**config.mk**
```make
export PLATFORM = sky130hd
export DESIGN_NAME = date_to_day_number_flat
export DESIGN_NICKNAME = d
export VERILOG_FILES = /design/src/sv/dtdn_pkg.sv /design/src/sv/dtdn_if.sv /design/src/sv/date_to_day_number.sv /design/src/sv/dtdn_leap.sv /design/src/sv/dtdn_core.sv /design/src/flat_wrapper.sv
export SDC_FILE = /design/constraint.sdc
export NUM_CORES = 1
export LEC_CHECK = 0
export ABC_AREA = 1
export ABC_CLOCK_PERIOD_IN_PS = 17400
export BUFFER_PORTS_ARGS = -buffer_cell sky130_fd_sc_hd__buf_2
export CORE_MARGIN = 5
export CORE_UTILIZATION = 30
export CTS_BUF_LIST = sky130_fd_sc_hd__clkbuf_2 sky130_fd_sc_hd__clkbuf_4 sky130_fd_sc_hd__clkbuf_8
export CTS_CLUSTER_DIAMETER = 60
export DETAILED_ROUTE_END_ITERATION = 6
export PLACE_DENSITY = 0.43
export SYNTH_ARGS = -nofsm -noshare
export SYNTH_HDL_FRONTEND = slang
export SYNTH_SLANG_ARGS = --single-unit
```
**constraint.sdc**
```tcl
create_clock -name clk -period 17.4 [get_ports clk]
set_input_delay 1.74 -clock clk [delete_from_list [all_inputs] [get_ports clk]]
set_output_delay 1.74 -clock clk [all_outputs]
set_load 0.005 [all_outputs]
```
**src/sv/dtdn_pkg.sv**
```systemverilog
// Shared types, calendar tables and constant-divisor helpers for the date converter.
package dtdn_pkg;

  localparam int YEAR_W  = 14;
  localparam int MONTH_W = 7;
  localparam int DAY_W   = 7;
  localparam int DNUM_W  = 22;
  localparam int LEAPS_W = 12;

  localparam logic [YEAR_W-1:0]  YEAR_BASE    = 14'd1900;
  localparam logic [MONTH_W-1:0] MONTH_FIRST  = 7'd1;
  localparam logic [MONTH_W-1:0] MONTH_LAST   = 7'd12;
  localparam logic [MONTH_W-1:0] MONTH_FEB    = 7'd2;
  // Leap-year counts of 1899 folded together: 474 - 18 + 4 - 0.
  localparam logic [LEAPS_W-1:0] LEAPS_OFFSET = 12'd460;

  typedef struct packed {
    logic               leap;
    logic [LEAPS_W-1:0] leaps_before;
  } year_info_t;

  typedef struct packed {
    logic              date_valid;
    logic [DNUM_W-1:0] day_number;
  } result_t;

  // x / 25 for x below 4096, by reciprocal multiplication.
  function automatic logic [7:0] div25(input logic [11:0] x);
    logic [24:0] prod;
    prod = {13'd0, x} * 25'd5243;
    return prod[24:17];
  endfunction

  // x / 125 for x below 512, by reciprocal multiplication.
  function automatic logic [2:0] div125(input logic [8:0] x);
    logic [18:0] prod;
    prod = {10'd0, x} * 19'd525;
    return prod[18:16];
  endfunction

  function automatic logic [8:0] days_before_month(input logic [3:0] m);
    case (m)
      4'd1:    return 9'd0;
      4'd2:    return 9'd31;
      4'd3:    return 9'd59;
      4'd4:    return 9'd90;
      4'd5:    return 9'd120;
      4'd6:    return 9'd151;
      4'd7:    return 9'd181;
      4'd8:    return 9'd212;
      4'd9:    return 9'd243;
      4'd10:   return 9'd273;
      4'd11:   return 9'd304;
      4'd12:   return 9'd334;
      default: return 9'd0;
    endcase
  endfunction

  function automatic logic [4:0] month_length(input logic [3:0] m);
    case (m)
      4'd2:    return 5'd28;
      4'd4:    return 5'd30;
      4'd6:    return 5'd30;
      4'd9:    return 5'd30;
      4'd11:   return 5'd30;
      default: return 5'd31;
    endcase
  endfunction

endpackage

```
**src/sv/dtdn_if.sv**
```systemverilog
// Valid/ready channel interfaces for dates in and day numbers out.
interface dtdn_date_if
  import dtdn_pkg::*;
();
  logic               valid;
  logic               ready;
  logic [YEAR_W-1:0]  year;
  logic [MONTH_W-1:0] month;
  logic [DAY_W-1:0]   day;

  modport source (output valid, output year, output month, output day, input ready);
  modport sink   (input valid, input year, input month, input day, output ready);
endinterface

interface dtdn_result_if
  import dtdn_pkg::*;
();
  logic              valid;
  logic              ready;
  logic              date_valid;
  logic [DNUM_W-1:0] day_number;

  modport source (output valid, output date_valid, output day_number, input ready);
  modport sink   (input valid, input date_valid, input day_number, output ready);
endinterface

```
**src/sv/date_to_day_number.sv**
```systemverilog
// Top level: registered date in, registered serial day number out.
//
//   channel  role    payload
//   req      sink    year[13:0], month[6:0], day[6:0]
//   rsp      source  date_valid, day_number[21:0]
//
// Each beat passes through the input register, then through the check and
// count logic into the result register. A new date is accepted every cycle
// while the result side drains. A stalled result holds both registers; req
// stays ready while the input register is empty. Synchronous reset clears
// both valid flags.
module date_to_day_number
  import dtdn_pkg::*;
(
  input  logic           clk,
  input  logic           rst,
  dtdn_date_if.sink      req,
  dtdn_result_if.source  rsp
);

  logic               in_valid;
  logic [YEAR_W-1:0]  in_year;
  logic [MONTH_W-1:0] in_month;
  logic [DAY_W-1:0]   in_day;
  logic               out_valid;
  result_t            out_result;
  result_t            core_result;
  logic               advance;

  assign advance   = !out_valid || rsp.ready;
  assign req.ready = !in_valid || advance;

  dtdn_core u_core (
    .year   (in_year),
    .month  (in_month),
    .day    (in_day),
    .result (core_result)
  );

  always_ff @(posedge clk) begin
    if (rst) begin
      in_valid  <= 1'b0;
      out_valid <= 1'b0;
    end else begin
      if (req.ready) begin
        in_valid <= req.valid;
      end
      if (advance) begin
        out_valid <= in_valid;
      end
    end
  end

  always_ff @(posedge clk) begin
    if (req.ready && req.valid) begin
      in_year  <= req.year;
      in_month <= req.month;
      in_day   <= req.day;
    end
    if (advance && in_valid) begin
      out_result <= core_result;
    end
  end

  assign rsp.valid      = out_valid;
  assign rsp.date_valid = out_result.date_valid;
  assign rsp.day_number = out_result.day_number;

endmodule

```
**src/sv/dtdn_leap.sv**
```systemverilog
// Leap flag of a year and the count of leap years from 1900 up to the year before it.
module dtdn_leap
  import dtdn_pkg::*;
(
  input  logic [YEAR_W-1:0] year,
  output year_info_t        info
);

  logic [YEAR_W-1:0] prev;
  logic [7:0]        y100, y400, p100, p400;
  logic [2:0]        y4000, p4000;
  logic              d4, d100, d400, d4000;

  always_comb begin
    prev  = year - YEAR_W'(1);

    y100  = div25(year[YEAR_W-1:2]);
    y400  = div25({2'd0, year[YEAR_W-1:4]});
    y4000 = div125(year[YEAR_W-1:5]);
    p100  = div25(prev[YEAR_W-1:2]);
    p400  = div25({2'd0, prev[YEAR_W-1:4]});
    p4000 = div125(prev[YEAR_W-1:5]);

    // A year is a multiple when it equals its quotient times the divisor.
    d4    = (year[1:0] == 2'd0);
    d100  = ({1'b0, year} == {7'd0, y100} * 15'd100);
    d400  = ({3'b0, year} == {9'd0, y400} * 17'd400);
    d4000 = ({2'b0, year} == {13'd0, y4000} * 16'd4000);

    info.leap = !d4000 && (d400 || (!d100 && d4));
    info.leaps_before = prev[YEAR_W-1:2] - {4'd0, p100} + {4'd0, p400}
                      - {9'd0, p4000} - LEAPS_OFFSET;
  end

endmodule

```
**src/sv/dtdn_core.sv**
```systemverilog
// Date check and serial day count for one registered date.
module dtdn_core
  import dtdn_pkg::*;
(
  input  logic [YEAR_W-1:0]  year,
  input  logic [MONTH_W-1:0] month,
  input  logic [DAY_W-1:0]   day,
  output result_t            result
);

  year_info_t        info;
  logic              month_ok;
  logic [3:0]        m;
  logic [4:0]        mdays;
  logic              ok;
  logic [DNUM_W-1:0] total;

  dtdn_leap u_leap (
    .year (year),
    .info (info)
  );

  always_comb begin
    month_ok = (month >= MONTH_FIRST) && (month <= MONTH_LAST);
    m        = month_ok ? month[3:0] : 4'd0;
    mdays    = month_length(m) + 5'((month == MONTH_FEB) && info.leap);
    ok       = (year >= YEAR_BASE) && month_ok && (day != '0)
             && (day <= {2'd0, mdays});

    total = DNUM_W'(year - YEAR_BASE) * DNUM_W'(365)
          + DNUM_W'(info.leaps_before)
          + DNUM_W'(days_before_month(m))
          + DNUM_W'((month > MONTH_FEB) && info.leap)
          + DNUM_W'(day);

    result.date_valid = ok;
    result.day_number = ok ? total : '0;
  end

endmodule
```
**src/flat_wrapper.sv**
```systemverilog
// flat-port wrapper written by rule: the top's interface ports become plain ports
module date_to_day_number_flat import dtdn_pkg::*;
  (clk, rst, req_valid, req_year, req_month, req_day, req_ready, rsp_valid, rsp_date_valid, rsp_day_number, rsp_ready);
  dtdn_date_if req_i ();
  dtdn_result_if rsp_i ();
  input  logic clk;
  input  logic rst;
  input wire logic [$bits(req_i.valid)-1:0] req_valid;
  input wire logic [$bits(req_i.year)-1:0] req_year;
  input wire logic [$bits(req_i.month)-1:0] req_month;
  input wire logic [$bits(req_i.day)-1:0] req_day;
  output wire logic [$bits(req_i.ready)-1:0] req_ready;
  output wire logic [$bits(rsp_i.valid)-1:0] rsp_valid;
  output wire logic [$bits(rsp_i.date_valid)-1:0] rsp_date_valid;
  output wire logic [$bits(rsp_i.day_number)-1:0] rsp_day_number;
  input wire logic [$bits(rsp_i.ready)-1:0] rsp_ready;
  assign req_i.valid = req_valid;
  assign req_i.year = req_year;
  assign req_i.month = req_month;
  assign req_i.day = req_day;
  assign req_ready = req_i.ready;
  assign rsp_valid = rsp_i.valid;
  assign rsp_date_valid = rsp_i.date_valid;
  assign rsp_day_number = rsp_i.day_number;
  assign rsp_i.ready = rsp_ready;
  date_to_day_number u_core (.clk(clk), .rst(rst), .req(req_i), .rsp(rsp_i));
endmodule
```
==> impl_results.md, run 1 <==
* Nature of the critical path startpoint: register
* Register-to-register setup slack at 3520 ps
* Result of the run: finished, final reports clean
* Post-CTS setup buffer count at 0
* Worst slew slack as a fraction of its limit at 0.440
* Routed length per instance at 15.7 um
* Die Footprint at 68200 um^2
* Most used standard cells in the synthesized netlist: sky130_fd_sc_hd__inv_1, sky130_fd_sc_hd__ha_1, sky130_fd_sc_hd__nand2_1
* Worst reg2reg endpoint: u_core.rsp.day_number[18]
* Final critical-path required period at 13880 ps
* Initial Utilization at 0.301
* Final setup violating endpoints at 0
* Violation count after the first detailed-route iteration at 647
* Synth warnings at 0
* Fillers at about 6700
* Multi-input gate area at 15000 um^2
* Most used DFF post-synth: sky130_fd_sc_hd__edfxtp_1
* Number of global-route vias before repair at 15200
* Final hold violations at 0
* Family with the most delay on the worst path: adder cells
* Library cell with the highest instance count after synthesis: sky130_fd_sc_hd__inv_1
* Clock network latency to the later pin of the worst-skew pair at 370 ps
* Critical path data required time at between 15000 and 20000 ps
* Fraction of post-synthesis cell area in the top cell type by area at 0.300
* Share of final-layout standard cells stronger than drive strength 1 at 0.0529
* Top post-synthesis cells by area: sky130_fd_sc_hd__ha_1, sky130_fd_sc_hd__fa_1, sky130_fd_sc_hd__inv_1, sky130_fd_sc_hd__edfxtp_1, sky130_fd_sc_hd__nand2_1
* Delay of the slowest cell on the worst path at slightly below 700 ps
* Pin count of the biggest net entering global routing at 29
* Worst Hold Class: reg -> reg
* Total detailed-routing wirelength at 50.5 mm
* Routed vias/inst at 4.56
* Count of different cell masters after synthesis at 58
* Count of instances resized after the clock tree is built at 0
* First-pass GRT wire length at 82.0 mm
* Buffering stage count on the worst path with inverters included at 8
* Port bufs at 56
* Critical path class: reg -> reg
* Rows at 92
* Post-layout net count at 3071
* Overflow left after global routing at 0
* Clk_skew at just under 30 ps
* Cell type contributing the most total cell area after synthesis: sky130_fd_sc_hd__ha_1
* Logic depth of the worst path, buffers included at 57
* Portion of the clock cycle consumed by the worst path in the final layout at 0.797
* Synth Cell Area at 18900 um^2
* H-tree depth at 2
* Number of optimization iterations in the first detailed-route pass at 5
* Setup Total Neg Slack at 0 ps
* Clock-pin slew of the registers on the worst-case setup and hold paths at ~150 ps
* Root buffer cell: sky130_fd_sc_hd__clkbuf_8
* Syn avg cell area at a little over 8 um^2
* Number of vias after detailed routing at ~15000
* Post-synthesis net count at 2998
* #FFs+latches synth at 53
* Horiz. Die Dim at 261 um
* Hold-critical path endpoint: u_core.rsp.valid
* Critical Path Fanout Max at 9
* Number of buffers on the longest clock path at 2
* I/O pin count at 57
* Unrepaired setup endpoints after global routing: no
* Total core area at 62700 um^2
* Number of hold buffers added after cts at 0
* Total clock sinks at 53
* Antenna violations before repair at 2
* DRC viols at 0
* Die Height at 261 um
* Sequential-to-total area share from yosys stat at 0.0831
* Gpl congestion at 0.895
* Number of enable flip-flop cells after synthesis at 51
* Residual antenna-violating net count after detailed routing at 0
* Transition time at the pin with the least slew margin at 837 ps
* Reg area at 1570 um^2
* Cell with the largest stage delay on the worst path: sky130_fd_sc_hd__xor2_1
* Number of max-capacitance violations reported at 0
* Worst hold path depth at 2
* Hold_sp: u_core.rsp.valid
* Origin of the critical flop-to-flop path: u_core.in_year[2]
* Total routing resource utilization after global routing at 0.151
* TritonCTS clock tree: built
* Fmax at about 0.072 GHz
* Count of mapped cells out of synthesis at approximately 2300
* Total CTS buffers at 5
* Crit path DAT at 14000 ps
* Synth async-reset ratio at 0
* Endpoint kind of the worst setup timing path: register
* Most used cell along the critical path: sky130_fd_sc_hd__fa_1
* Half-perimeter wire length after detailed placement at 45.4 mm
* Growth of design area from synthesis to finish at 8.24%
* Total count of max-transition violations in the final report at 0
* FF-to-FF path depth at 57
[cell usage in the layout, fill, tap and decap left out, drive strengths merged, types with 7 or more instances in the layout]
cell type  synthesis  routed
xnor2             24      24
nor3              21      21
nand4             21      21
xor2              61      61
a21o              11      11
o211ai            10      10
or2               11      11
nand3             78      78
inv              613     614
o31ai              7       7
buf                7      74
o21ai             62      62
o21a               7       7
nor2             122     122
nand2            309     309
fa               222     222
o21bai            10      10
a21oi            142     142
ha               454     454
edfxtp            51      51
a31oi              7       7
[metal layers]
metal	vias up	global-route usage	wire, um
met3	31	0.0156	1450
met4	2	0.0209	683
met5	-	0	7
li1	7399	-	-
met2	183	0.256	23300
met1	7017	0.213	25000
[flip-flops by register name (all words and copies together) (netlist names)]
signal	count
u_core.in_month	7
u_core.in_valid	1
u_core.rsp.valid	1
u_core.in_day	7
u_core.in_year	14
u_core.rsp.day_number	22
u_core.rsp.date_valid	1
[stage by stage]
stage	instance area [um^2]	hold WS (ps)	setup WS, ps	util	instances
6_report	20500	514	3520	0.326	3212
5_1_grt	20500	565	2490	0.326	3211
4_1_cts	20500	516	3410	0.326	3210
3_5_place_dp	20300	498	3500	0.324	3202
3_3_place_gp	20300	477	3720	0.324	3202
2_1_floorplan	18900	445	4980	-	2290
[how the worst max path moves through the flow]
stage / start / to / slack, ps
after global placement: u_core.in_year[2] / u_core.rsp.day_number[15] / 3720
after CTS: u_core.in_year[2] / u_core.rsp.day_number[18] / 3410
after detailed placement: u_core.in_year[2] / u_core.rsp.day_number[18] / 3500
final: u_core.in_year[2] / u_core.rsp.day_number[18] / 3520
after global routing: u_core.in_year[2] / u_core.rsp.day_number[18] / 2490
after floorplan: u_core.in_year[2] / u_core.rsp.day_number[18] / 4980
[worst register-to-register path, delay by kind of cell (launching register included)]
kind	cells	cell delay, ps
compound gates	12	1900
xor+xnor	3	990
fa+ha+maj	18	7660
buf+inv	8	730
flops	1	680
simple gates	16	1670
[cells by family after synthesis]
kind of cell,share of synthesized area
buffers and inverters,0.125
adders and majority gates,0.535
AOI/OAI and AO/OA,0.0858
DFF,0.0831
and+or+nand+nor,0.130
xor gates and xnor gates,0.0410
[layout make-up]
cell class	count	area share
antenna	2	0.000245
clock buffer	5	0.00336
clock inverter	3	0.00245
inverter	616	0.113
multi-input combinational	1613	0.732
sequential	53	0.0768
tap	846	0.0517
timing repair buffer	74	0.0203
Power of run 1 is not shown: default switching activity piles up to over one toggle a cycle in this logic, so the estimate is an artifact.
==> inputs of run 2 (changes only) <==
ABC_CLOCK_PERIOD_IN_PS = 14100   (was 17400)
clock period = 14.1 ns   (was 17.4 ns; I/O delays follow)
==> run 2 against run 1 <==
Final cell count is 0.16% higher. Wire length rose by 0.21%. Non-clock buffer count rose by 7. Core utilization up 0.076 points. Clock skew rose by 6.8 ps. Critical path depth did not move. Cell area grew 0.23%. Critical path type unchanged. Critical endpoint unchanged. Highest routed layer is now met4.
==> impl_results.md, run 2 (synthesis results as in run 1) <==
* Result of the run: finished, final reports clean
* Port bufs at 56
* Number of hold buffers added after cts at 0
* Number of vias after detailed routing at approximately 15000
* Antenna violations before repair at 2
* Horiz. Die Dim at 261 um
* Die Footprint at 68200 um^2
* Residual antenna-violating net count after detailed routing at 0
* Total detailed-routing wirelength at approximately 50 mm
* Clock network latency to the later pin of the worst-skew pair at between 300 and 400 ps
* Violation count after the first detailed-route iteration at 647
* Cell area after placement at 20400 um^2
* Gpl congestion at 0.891
* H-tree depth at 2
* Hold_sp: u_core.rsp.valid
* Initial Utilization at 0.301
* Total clock sinks at 53
* Uppermost signal routing layer after detailed routing: met4
* Origin of the critical flop-to-flop path: u_core.in_year[2]
* Worst Hold Class: reg -> reg
* Growth of design area from synthesis to finish at 8.49%
* Final hold violations at 0
* Root buffer cell: sky130_fd_sc_hd__clkbuf_8
* Total CTS buffers at 5
* Number of optimization iterations in the first detailed-route pass at 6
* Unrepaired setup endpoints after global routing: no
* Startpoint of the most critical setup path: u_core.in_year[2]
* I/O pin count at 57
* Final critical-path required period at 13090 ps
* Number of buffers on the longest clock path at 2
* Cell with the largest stage delay on the worst path: sky130_fd_sc_hd__fa_1
* Largest register FFs at 22
* Critical path class: reg -> reg
* Antenna diode count at 0
* Pin count of the biggest net entering global routing at 29
* Fmax at 0.0764 GHz
* Length of routed met2 wiring at 23.8 mm
* DRC viols at 0
* Post-layout net count at 3078
* Worst slew slack as a fraction of its limit at 0.517
* Most used cell along the critical path: sky130_fd_sc_hd__fa_1
* Post-place setup slack at 726 ps
* Overflow left after global routing at 0
* Met3 wire length at 1.38 mm
* Total count of max-transition violations in the final report at 0
* Register-to-register setup slack at 1010 ps
* Crit path DAT at 13210 ps
* Final core utilization at 0.327
* Critical path data required time at 14220 ps
* First-pass GRT wire length at 82.9 mm
* Final setup violating endpoints at 0
* Final standard cell area without fillers at roughly 21000 um^2
* Routed vias/inst at roughly 4.5
* Clock-pin slew of the registers on the worst-case setup and hold paths at 160 ps
* Number of global-route vias before repair at approximately 16000
* Number of max-capacitance violations reported at 0
* Worst setup margin at 1010 ps
* Portion of the clock cycle consumed by the worst path in the final layout at 0.928
* TritonCTS clock tree: built
* Die Height at 261 um
* Met1 wire length at 24.4 mm
* Clk_skew at about 36 ps
* Half-perimeter wire length after detailed placement at ~45 mm
* Endpoint kind of the worst setup timing path: register
* Nature of the critical path startpoint: register
* Most common cell after layout, fill and taps aside: sky130_fd_sc_hd__inv_1
* Delay of the slowest cell on the worst path at 590 ps
* Post-CTS setup buffer count at 0
* Setup Total Neg Slack at 0 ps
* Routed length per instance at 15.7 um
* Transition time at the pin with the least slew margin at between 700 and 800 ps
* Total routing resource utilization after global routing at 0.151
* Total core area at roughly 63000 um^2
* Rows at 92
* Share of final-layout standard cells stronger than drive strength 1 at 0.0574
* Critical Path Fanout Max at 8
* Leading cell types in the layout, fill and taps excluded: sky130_fd_sc_hd__inv_1, sky130_fd_sc_hd__ha_1, sky130_fd_sc_hd__nand2_1
[run 2: routing by layer]
layer,global-route usage,vias to the layer above
li1,-,7399
met1,0.208,6935
met2,0.263,195
met3,0.0137,39
met4,0.0289,0
met5,0,-
[run 2: timing repair]
item / 4_1_cts / 5_1_grt
endpoints found under the setup margin: 0 / 8
gates resized for setup: 0 / 5
hold endpoints to repair: 0 / 0
[run 2: cell type report]
| cell class | instances | area, um^2 |
|---|---|---|
| clock buffer | 5 | 68.8 |
| clock inverter | 3 | 33.8 |
| fill | 6668 | 42200 |
| inverter | 616 | 2320 |
| multi-input combinational | 1613 | 15000 |
| sequential | 53 | 1570 |
| tap | 846 | 1060 |
| timing repair buffer | 81 | 468 |
[run 2: path summary, 6_finish.rpt]
check	cells after the start	end
max	57	u_core.rsp.day_number[18]
min	2	u_core.rsp.valid
max reg2reg	57	u_core.rsp.day_number[18]
min reg2reg	2	u_core.rsp.valid
[run 2: worst max-delay path, delay by kind of cell, from the launching register on]
family / cells / cell delay, ps
compound gates: 11 / 1660
xor+xnor: 3 / 730
fa+ha+maj: 18 / 7490
buf+inv: 9 / 880
flops: 1 / 420
simple gates: 16 / 1640
[run 2: through the flow]
stage | std cells | hold WS (ps)
2_1_floorplan | 2290 | 445
3_3_place_gp | 3209 | 475
3_5_place_dp | 3209 | 493
4_1_cts | 3217 | 512
5_1_grt | 3217 | 538
6_report | 3217 | 511
Power of run 2 is left out for the same reason.
